==> config.mk <==
export PLATFORM = sky130hd
export DESIGN_NAME = rms_level_meter
export DESIGN_NICKNAME = d
export VERILOG_FILES = /design/src/sv/rms_pkg.sv /design/src/sv/rms_mul.sv /design/src/sv/rms_isqrt.sv /design/src/sv/rms_level_meter.sv
export SDC_FILE = /design/constraint.sdc
export NUM_CORES = 2
export LEC_CHECK = 0
export BUFFER_PORTS_ARGS = -buffer_cell sky130_fd_sc_hd__buf_2
export CAP_MARGIN = 20
export CORE_ASPECT_RATIO = 2
export CORE_MARGIN = 3
export CORE_UTILIZATION = 58
export DETAILED_ROUTE_END_ITERATION = 8
export HOLD_SLACK_MARGIN = 0.1
export PLACE_DENSITY = 0.78
export SYNTH_ARGS = -nofsm -noshare
export SYNTH_HDL_FRONTEND = slang
export SYNTH_SLANG_ARGS = --single-unit
==> constraint.sdc <==
create_clock -name clk -period 5.7 [get_ports clk]
set_input_delay 1.14 -clock clk [delete_from_list [all_inputs] [get_ports clk]]
set_output_delay 1.14 -clock clk [all_outputs]
set_load 0.02 [all_outputs]
==> src/sv/rms_pkg.sv <==
// ----------------------------------------------------------------------------
// rms_pkg - shared types and constants of the RMS level meter
// Field widths, register indexes, reset values and the status struct of the
// iterative arithmetic units.
// ----------------------------------------------------------------------------
`default_nettype none

package rms_pkg;

  localparam int OVERSAMPLING_DEF = 2;

  localparam int SAMPLE_W = 16;
  localparam int DECIM_W  = 23;
  localparam int OFFSET_W = 40;
  localparam int SQSUM_W  = 64;
  localparam int WIN_W    = 16;
  localparam int COEFF_W  = 16;
  localparam int GAIN_W   = 32;
  localparam int AMP_W    = 32;

  localparam int CFG_IDX_W  = 2;
  localparam int CFG_DATA_W = 32;

  localparam logic [CFG_IDX_W-1:0] REG_WINDOW_LENGTH = 2'd0;
  localparam logic [CFG_IDX_W-1:0] REG_OFFSET_COEFF  = 2'd1;
  localparam logic [CFG_IDX_W-1:0] REG_GAIN          = 2'd2;

  localparam logic [WIN_W-1:0]   WINDOW_LENGTH_RST = 16'd320;
  localparam logic [COEFF_W-1:0] OFFSET_COEFF_RST  = 16'd66;
  localparam logic [GAIN_W-1:0]  GAIN_RST          = 32'd65536;

  localparam int MUL_A_W = 64;
  localparam int MUL_B_W = 32;
  localparam int MUL_P_W = MUL_A_W + MUL_B_W;
  localparam int MUL_CNT_W = $clog2(MUL_B_W);

  localparam int SQRT_IN_W  = 64;
  localparam int SQRT_OUT_W = SQRT_IN_W / 2;
  localparam int SQRT_REM_W = SQRT_OUT_W + 3;
  localparam int SQRT_CNT_W = $clog2(SQRT_OUT_W);

  typedef struct packed {
    logic busy;
    logic done;
  } unit_stat_t;

endpackage

`default_nettype wire

==> src/sv/rms_mul.sv <==
// ----------------------------------------------------------------------------
// rms_mul - shared shift-add multiplier
// Unsigned 64 x 32 product, one multiplier bit per cycle, done pulse at end.
// ----------------------------------------------------------------------------
`default_nettype none

module rms_mul
  import rms_pkg::*;
(
  input  wire logic               clk,
  input  wire logic               rst,
  input  wire logic               start,
  input  wire logic [MUL_A_W-1:0] a,
  input  wire logic [MUL_B_W-1:0] b,
  output      logic [MUL_P_W-1:0] prod,
  output      unit_stat_t         stat
);

  logic [MUL_A_W-1:0]   a_reg;
  logic [MUL_CNT_W-1:0] cnt;
  logic [MUL_A_W:0]     upper;

  always_comb begin
    upper = {1'b0, prod[MUL_P_W-1:MUL_B_W]} + (prod[0] ? {1'b0, a_reg} : '0);
  end

  always_ff @(posedge clk) begin
    if (rst) begin
      stat <= '0;
      cnt  <= '0;
    end else begin
      stat.done <= 1'b0;
      if (start) begin
        stat.busy <= 1'b1;
        cnt       <= '0;
      end else if (stat.busy) begin
        cnt <= cnt + 1'b1;
        if (cnt == MUL_CNT_W'(MUL_B_W - 1)) begin
          stat.busy <= 1'b0;
          stat.done <= 1'b1;
        end
      end
    end
  end

  always_ff @(posedge clk) begin
    if (start) begin
      a_reg <= a;
      prod  <= {{MUL_A_W{1'b0}}, b};
    end else if (stat.busy) begin
      prod <= {upper, prod[MUL_B_W-1:1]};
    end
  end

endmodule

`default_nettype wire

==> src/sv/rms_isqrt.sv <==
// ----------------------------------------------------------------------------
// rms_isqrt - digit-by-digit integer square root
// Floor square root of a 64-bit value, one result bit per cycle.
// ----------------------------------------------------------------------------
`default_nettype none

module rms_isqrt
  import rms_pkg::*;
(
  input  wire logic                  clk,
  input  wire logic                  rst,
  input  wire logic                  start,
  input  wire logic [SQRT_IN_W-1:0]  v,
  output      logic [SQRT_OUT_W-1:0] root,
  output      unit_stat_t            stat
);

  logic [SQRT_IN_W-1:0]  v_sh;
  logic [SQRT_REM_W-1:0] rem;
  logic [SQRT_REM_W-1:0] r2;
  logic [SQRT_REM_W-1:0] trial;
  logic [SQRT_CNT_W-1:0] cnt;

  always_comb begin
    r2    = {rem[SQRT_REM_W-3:0], v_sh[SQRT_IN_W-1:SQRT_IN_W-2]};
    trial = {1'b0, root, 2'b01};
  end

  always_ff @(posedge clk) begin
    if (rst) begin
      stat <= '0;
      cnt  <= '0;
    end else begin
      stat.done <= 1'b0;
      if (start) begin
        stat.busy <= 1'b1;
        cnt       <= '0;
      end else if (stat.busy) begin
        cnt <= cnt + 1'b1;
        if (cnt == SQRT_CNT_W'(SQRT_OUT_W - 1)) begin
          stat.busy <= 1'b0;
          stat.done <= 1'b1;
        end
      end
    end
  end

  always_ff @(posedge clk) begin
    if (start) begin
      v_sh <= v;
      rem  <= '0;
      root <= '0;
    end else if (stat.busy) begin
      v_sh <= {v_sh[SQRT_IN_W-3:0], 2'b00};
      if (r2 >= trial) begin
        rem  <= r2 - trial;
        root <= {root[SQRT_OUT_W-2:0], 1'b1};
      end else begin
        rem  <= r2;
        root <= {root[SQRT_OUT_W-2:0], 1'b0};
      end
    end
  end

endmodule

`default_nettype wire

==> src/sv/rms_level_meter.sv <==
// ----------------------------------------------------------------------------
// rms_level_meter - RMS level meter with DC removal
// Decimates PCM samples, tracks and removes the DC offset and emits the RMS
// amplitude of each window of decimated values.
// ----------------------------------------------------------------------------
// Input requests (sample) are taken on in_valid with in_stall low. A sample
// that does not complete a decimated value is added to the decimation sum
// and the sequencer stays in S_IDLE. A sample that completes one runs the
// sequencer through S_DIFF, S_MULC, S_DEV and S_MULS: the DC update and the
// square each run on the shared shift-add multiplier. When the window
// closes, the gain product (S_MULG) and the square root (S_SQRT) follow,
// the amplitude request appears on out_valid after S_OUT and the next
// sample is taken once the sequencer is back in S_IDLE.
// in_stall is high while the sequencer works. A finished result waits in the
// output register while out_stall is high; a new sample is still taken then,
// and only a second result waits for the register to drain.
// Configuration writes (cfg_index, cfg_data) are taken every cycle and act
// at once. Reset clears the sequencer, the accumulators and the output valid,
// and loads the register defaults.
// ----------------------------------------------------------------------------
`default_nettype none

module rms_level_meter
  import rms_pkg::*;
#(
  parameter int OVERSAMPLING = OVERSAMPLING_DEF
) (
  input  wire logic                  clk,
  input  wire logic                  rst,
  input  wire logic                  in_valid,
  output      logic                  in_stall,
  input  wire logic [SAMPLE_W-1:0]   sample,
  output      logic                  out_valid,
  input  wire logic                  out_stall,
  output      logic [AMP_W-1:0]      amplitude,
  input  wire logic                  cfg_valid,
  output      logic                  cfg_ready,
  input  wire logic [CFG_IDX_W-1:0]  cfg_index,
  input  wire logic [CFG_DATA_W-1:0] cfg_data
);

  localparam int PH_W = (OVERSAMPLING > 1) ? $clog2(OVERSAMPLING) : 1;

  typedef enum logic [8:0] {
    S_IDLE = 9'b000000001,
    S_DIFF = 9'b000000010,
    S_MULC = 9'b000000100,
    S_DEV  = 9'b000001000,
    S_MULS = 9'b000010000,
    S_GAIN = 9'b000100000,
    S_MULG = 9'b001000000,
    S_SQRT = 9'b010000000,
    S_OUT  = 9'b100000000
  } state_t;

  state_t state;

  logic [WIN_W-1:0]   window_length;
  logic [COEFF_W-1:0] offset_coeff;
  logic [GAIN_W-1:0]  gain;

  logic [PH_W-1:0]           phase_count;
  logic signed [DECIM_W-1:0] decim_sum;
  logic signed [DECIM_W-1:0] d;
  logic signed [OFFSET_W-1:0] dc_offset;
  logic [SQSUM_W-1:0]        square_sum;
  logic [WIN_W-1:0]          window_count;
  logic                      diff_neg;

  logic [PH_W:0]              phase_inc;
  logic signed [DECIM_W-1:0]  decim_next;
  logic signed [OFFSET_W:0]   diff;
  logic [OFFSET_W:0]          diff_abs;
  logic signed [OFFSET_W:0]   off_round;
  logic signed [OFFSET_W-16:0] r;
  logic signed [OFFSET_W-14:0] dev;
  logic [OFFSET_W-14:0]       dev_abs;
  logic signed [56:0]         delta_full;
  logic [SQSUM_W:0]           sq_sum;
  logic [WIN_W:0]             win_next;
  logic [SQRT_IN_W-1:0]       scaled;
  logic                       out_load;

  logic               mul_start;
  logic [MUL_A_W-1:0] mul_a;
  logic [MUL_B_W-1:0] mul_b;
  logic [MUL_P_W-1:0] mul_p;
  unit_stat_t         mul_stat;

  logic                  sqrt_start;
  logic [SQRT_OUT_W-1:0] sqrt_root;
  unit_stat_t            sqrt_stat;

  rms_mul u_mul (
    .clk   (clk),
    .rst   (rst),
    .start (mul_start),
    .a     (mul_a),
    .b     (mul_b),
    .prod  (mul_p),
    .stat  (mul_stat)
  );

  rms_isqrt u_isqrt (
    .clk   (clk),
    .rst   (rst),
    .start (sqrt_start),
    .v     (scaled),
    .root  (sqrt_root),
    .stat  (sqrt_stat)
  );

  assign cfg_ready = 1'b1;
  assign in_stall  = (state != S_IDLE);
  assign out_load  = (state == S_OUT) && (!out_valid || !out_stall);

  always_comb begin
    phase_inc  = {1'b0, phase_count} + 1'b1;
    decim_next = decim_sum + DECIM_W'(signed'(sample));
    diff       = $signed({d[DECIM_W-1], d, 16'h0000}) - (OFFSET_W+1)'(dc_offset);
    diff_abs   = diff[OFFSET_W] ? unsigned'(-diff) : unsigned'(diff);
    delta_full = diff_neg ? -$signed({1'b0, mul_p[55:0]}) : $signed({1'b0, mul_p[55:0]});
    off_round  = (OFFSET_W+1)'(dc_offset) + (OFFSET_W+1)'(32768);
    r          = off_round[OFFSET_W:16];
    dev        = (OFFSET_W-13)'(d) - (OFFSET_W-13)'(r);
    dev_abs    = dev[OFFSET_W-14] ? unsigned'(-dev) : unsigned'(dev);
    sq_sum     = {1'b0, square_sum} + {1'b0, mul_p[SQSUM_W-1:0]};
    win_next   = {1'b0, window_count} + 1'b1;
    scaled     = (mul_p[MUL_P_W-1:SQRT_IN_W+16] != '0) ? '1 : mul_p[SQRT_IN_W+15:16];
  end

  always_comb begin
    mul_start  = 1'b0;
    mul_a      = '0;
    mul_b      = '0;
    sqrt_start = 1'b0;
    unique case (state)
      S_DIFF: begin
        mul_start = 1'b1;
        mul_a     = MUL_A_W'(diff_abs);
        mul_b     = MUL_B_W'(offset_coeff);
      end
      S_DEV: begin
        mul_start = 1'b1;
        mul_a     = MUL_A_W'(dev_abs);
        mul_b     = MUL_B_W'(dev_abs);
      end
      S_GAIN: begin
        mul_start = 1'b1;
        mul_a     = square_sum;
        mul_b     = gain;
      end
      S_MULG: begin
        sqrt_start = mul_stat.done;
      end
      default: begin
      end
    endcase
  end

  always_ff @(posedge clk) begin
    if (rst) begin
      window_length <= WINDOW_LENGTH_RST;
      offset_coeff  <= OFFSET_COEFF_RST;
      gain          <= GAIN_RST;
    end else if (cfg_valid && cfg_ready) begin
      unique case (cfg_index)
        REG_WINDOW_LENGTH: window_length <= cfg_data[WIN_W-1:0];
        REG_OFFSET_COEFF:  offset_coeff  <= cfg_data[COEFF_W-1:0];
        REG_GAIN:          gain          <= cfg_data[GAIN_W-1:0];
        default: begin
        end
      endcase
    end
  end

  always_ff @(posedge clk) begin
    if (rst) begin
      state        <= S_IDLE;
      phase_count  <= '0;
      decim_sum    <= '0;
      dc_offset    <= '0;
      square_sum   <= '0;
      window_count <= '0;
      out_valid    <= 1'b0;
    end else begin
      if (out_load) begin
        out_valid <= 1'b1;
      end else if (!out_stall) begin
        out_valid <= 1'b0;
      end
      unique case (state)
        S_IDLE: begin
          if (in_valid) begin
            if (phase_inc >= (PH_W+1)'(OVERSAMPLING)) begin
              phase_count <= '0;
              decim_sum   <= '0;
              d           <= decim_next;
              state       <= S_DIFF;
            end else begin
              phase_count <= phase_inc[PH_W-1:0];
              decim_sum   <= decim_next;
            end
          end
        end
        S_DIFF: begin
          diff_neg <= diff[OFFSET_W];
          state    <= S_MULC;
        end
        S_MULC: begin
          if (mul_stat.done) begin
            dc_offset <= dc_offset + OFFSET_W'(delta_full >>> 16);
            state     <= S_DEV;
          end
        end
        S_DEV: begin
          state <= S_MULS;
        end
        S_MULS: begin
          if (mul_stat.done) begin
            square_sum <= sq_sum[SQSUM_W] ? '1 : sq_sum[SQSUM_W-1:0];
            if (win_next < {1'b0, window_length}) begin
              window_count <= win_next[WIN_W-1:0];
              state        <= S_IDLE;
            end else begin
              window_count <= '0;
              state        <= S_GAIN;
            end
          end
        end
        S_GAIN: begin
          state <= S_MULG;
        end
        S_MULG: begin
          if (mul_stat.done) begin
            square_sum <= '0;
            state      <= S_SQRT;
          end
        end
        S_SQRT: begin
          if (sqrt_stat.done) begin
            state <= S_OUT;
          end
        end
        S_OUT: begin
          if (out_load) begin
            state <= S_IDLE;
          end
        end
        default: begin
          state <= S_IDLE;
        end
      endcase
    end
  end

  always_ff @(posedge clk) begin
    if (out_load) begin
      amplitude <= sqrt_root;
    end
  end

endmodule

`default_nettype wire

==> impl_metrics.py <==
metrics = {
    "route": {
        "drt_wl_total_um": 136000,
        "dr_wl_met2_um": 68500,
        "drt_iter0_markers": 2486,
        "drc": 0,
        "avgViaCountPerCell": 6.36,
        "dr.max_layer_used": "met4",
        "m1WireLength_um": 43300,
        "drtPass1Iterations": 8,
        "num_vias": 37100,
        "avgRoutedWirePerCell_um": 23.3,
        "met3_length_um": 6600,
        "ant_nets": 0,
    },
    "yosys": {
        "avgSynthCellArea_um2": 8.37,
        "synth_area_um2": 40100,
        "synthArstFlopShare_pct": 0,
        "synth-seq-cells": 577,
        "syn_inst": 4794,
        "synth_warnings": 0,
        "synth_ff_type": "dfxtp_1",
        "syn_nets": 5149,
        "seq_area_frac_synth_pct": 34.2,
        "synth.distinct_cells": 109,
        "synth_edf_count": 216,
    },
    "sta": {
        "skew_ns": 0.0652,
        "setup_viol": 8,
        "max_slew_margin_pct": 29.8,
        "setup_slack_ns": -0.464,
        "timing.final.crit_share_pct": 108,
        "grt_setup_unrepaired": "yes",
        "tightest_slew_ns": 1.05,
        "final_max_slew_viol_count": 0,
        "hold_viol": 0,
        "fmax_mhz": 162,
        "fin_crit_ns": 6.16,
        "whs_ns": 0.455,
    },
    "final_layout": {
        "final_layout_size_suffix_gt1_share_pct": 10.1,
        "final_common_cell": "nand2_1",
        "largest_register": "u_mul.prod",
        "final_area_um2": 44500,
        "final_cell_mix": "nand2_1, a21oi_1, dfxtp_1",
        "fin_nets": 5254,
        "largest_reg_flops": 96,
        "area_growth_pct": 11.0,
    },
    "status": {
        "status": "finished with violations",
        "failed_checks": "negative setup slack",
    },
    "min_path": {
        "min_path_type": "reg2reg",
        "holdPathStages": 2,
    },
    "worst_setup_path": {
        "cp_slowest_cell": "or4_4",
        "path_class": "reg2reg",
        "critPathLaunchType": "flip-flop",
        "end_kind": "flip-flop",
        "worstPathArrival_ns": 6.66,
        "reg2reg_slack_ns": -0.46,
        "crit_chain": "nor4_2 > buf_4 > nand4_1 > or3_4 > or4_4 > or4_4 > nand2b_4 > or2_4 > or4_4 > nand2_4 > xnor2_2 > ha_1 > a21o_1 > a21o_1 > a221oi_2 > o21ai_4 > a221oi_4 > a311oi_1 > buf_4 > a221o_1 > buf_4 > a211o_1 > xnor2_2 > nor2_1",
        "crit_required_ns": 6.19,
        "worstRegToRegCells": 24,
        "critPathMaxStageDelay_ns": 0.44,
        "critPathMaxFanout": 4,
    },
    "clock_tree": {
        "clock-sinks": 577,
        "clk_latency_ns": 0.69,
        "htreeDepth": 2,
        "holdBufCountCts": 0,
        "cts_made_buffers": 55,
        "clockBufferDepth": 3,
        "clock-root-buffer": "clkbuf_16",
        "clkTransAtPathRegs_ns": 0.07,
        "cts_tree": "yes",
    },
    "power_and_ir_drop": {
        "ir_drop_mv": 0.313,
        "power.leakage_nw": 18.2,
        "cellPowerDensity_nw_per_um2": 302,
    },
    "global_routing": {
        "gr-total-overflow": 0,
        "grt_usage_pct": 36.9,
        "grt_max_degree": 154,
        "grt_pass1_vias": 37000,
        "grt_pass1_wl_um": 206000,
        "antenna_found_initial": 2,
    },
    "floorplanning": {
        "dieHeight_um": 378,
        "io_pins": 90,
        "rows": 135,
        "die_area_um2": 72600,
        "core_area_um2": 68100,
        "fp.dieW_um": 192,
        "initial_core_util_pct": 59.0,
    },
    "job": {
        "cap_violations": 0,
    },
    "placed_design": {
        "gp_congestion": 1.02,
        "port_buffers": 88,
        "dp_hpwl_um": 103000,
        "dpl_cell_area_um2": 42400,
    },
}
[final cells by class]
cell class	instances	area, µm²
fillers	5835	23500
flip-flops and latches	577	13700
well taps	890	1110
clock inverters	31	377
diodes	1	2.50
inverters	146	551
clock buffers	70	1510
multi-input cells	3818	25200
repair buffers	301	2080
[synth_stat cells (9+ instances only)]
| cell | n | area (µm²) |
|---|---|---|
| nand2_1 | 589 | 2210 |
| a21oi_1 | 478 | 2390 |
| dfxtp_1 | 361 | 7230 |
| o21ai_0 | 336 | 1680 |
| nor2_1 | 326 | 1220 |
| ha_1 | 295 | 3690 |
| xnor2_1 | 244 | 2140 |
| clkbuf_1 | 230 | 863 |
| edfxtp_1 | 216 | 6490 |
| a21o_1 | 182 | 1370 |
| xor2_1 | 151 | 1320 |
| inv_1 | 144 | 541 |
| and2_1 | 102 | 638 |
| a211oi_1 | 93 | 698 |
| mux2i_1 | 88 | 881 |
| nor3_1 | 87 | 435 |
| nand3_1 | 82 | 410 |
| nand4_1 | 63 | 394 |
| a22oi_1 | 49 | 368 |
| and3_1 | 46 | 288 |
| o21a_1 | 45 | 338 |
| a31oi_1 | 43 | 269 |
| o21bai_1 | 39 | 293 |
| nand2b_1 | 35 | 219 |
| nor2b_1 | 33 | 206 |
| o211ai_1 | 29 | 218 |
| nor4_1 | 28 | 175 |
| a22o_1 | 27 | 236 |
| o31ai_1 | 26 | 195 |
| or3_1 | 23 | 144 |
| nand3b_1 | 21 | 158 |
| o21ai_1 | 19 | 95.1 |
| or4_1 | 19 | 143 |
| a221oi_1 | 16 | 140 |
| nor3b_1 | 16 | 120 |
| or2_2 | 16 | 100 |
| a221o_1 | 11 | 110 |
| a211o_1 | 9 | 78.8 |
| a21boi_0 | 9 | 67.6 |
| a41oi_1 | 9 | 78.8 |
| buf_1 | 9 | 33.8 |
| buf_2 | 9 | 45.0 |
[cell families after synthesis]
family | share of synthesized area, %
muxes | 2.22
buffers and inverters | 3.82
other | 0.00934
xor gates and xnor gates | 8.62
and+or+nand+nor | 18.1
adders and majority gates | 9.44
AOI/OAI and AO/OA | 23.6
DFF | 34.2
[per-stage QoR]
| step | setup TNS, ns | utilization, % | worst slack, ns | instances | total power [mW] |
|---|---|---|---|---|---|
| 3_3_place_gp | -3.01 | 62.2 | -0.573 | 5722 | 9.43 |
| 3_5_place_dp | -4.24 | 62.2 | -0.657 | 5722 | 9.49 |
| 6_report | -2.14 | 65.4 | -0.464 | 5834 | 13.5 |
| 5_1_grt | -4.94 | 65.4 | -0.715 | 5833 | 14.1 |
| 4_1_cts | -2.34 | 65.2 | -0.415 | 5827 | 13.4 |
| 2_1_floorplan | 0 | - | 0.0103 | 4794 | 8.03 |
[final timing paths]
check | startpoint | end
worst max-delay path | u_mul.prod[5] | dc_offset[39]
worst min-delay path | window_length[11] | window_length[11]
worst max register to register | u_mul.prod[5] | dc_offset[39]
worst min register to register | window_length[11] | window_length[11]
[power breakdown]
part	switching (mW)	internal, mW
Clock	1.76	2.16
Sequential	0.428	4.59
Combinational	2.72	1.81
Total	4.91	8.56
[worst max-delay path: cells and delay by family, from the launching register on]
family / cells / cell delay [ns]
adders and majority gates: 1 / 0.26
buffers and inverters: 3 / 0.47
DFF: 1 / 0.41
and+or+nand+nor: 10 / 2.72
xor gates and xnor gates: 2 / 0.23
AOI/OAI and AO/OA: 8 / 1.87
[layer usage]
metal | GRT usage, % | up-vias
met4 | 38.0 | 0
met2 | 66.0 | 1268
met3 | 5.73 | 614
met1 | 33.8 | 17600
li1 | - | 17600
met5 | 0 | -
[timing repair]
action | CTS | global route
cloned | 0 | 0
resized for setup | 19 | 31
endpoints found under the setup margin | 13 | 16
pin swaps | 3 | 8
buffers inserted | 4 | 7
(Power assumes the default switching activity.)
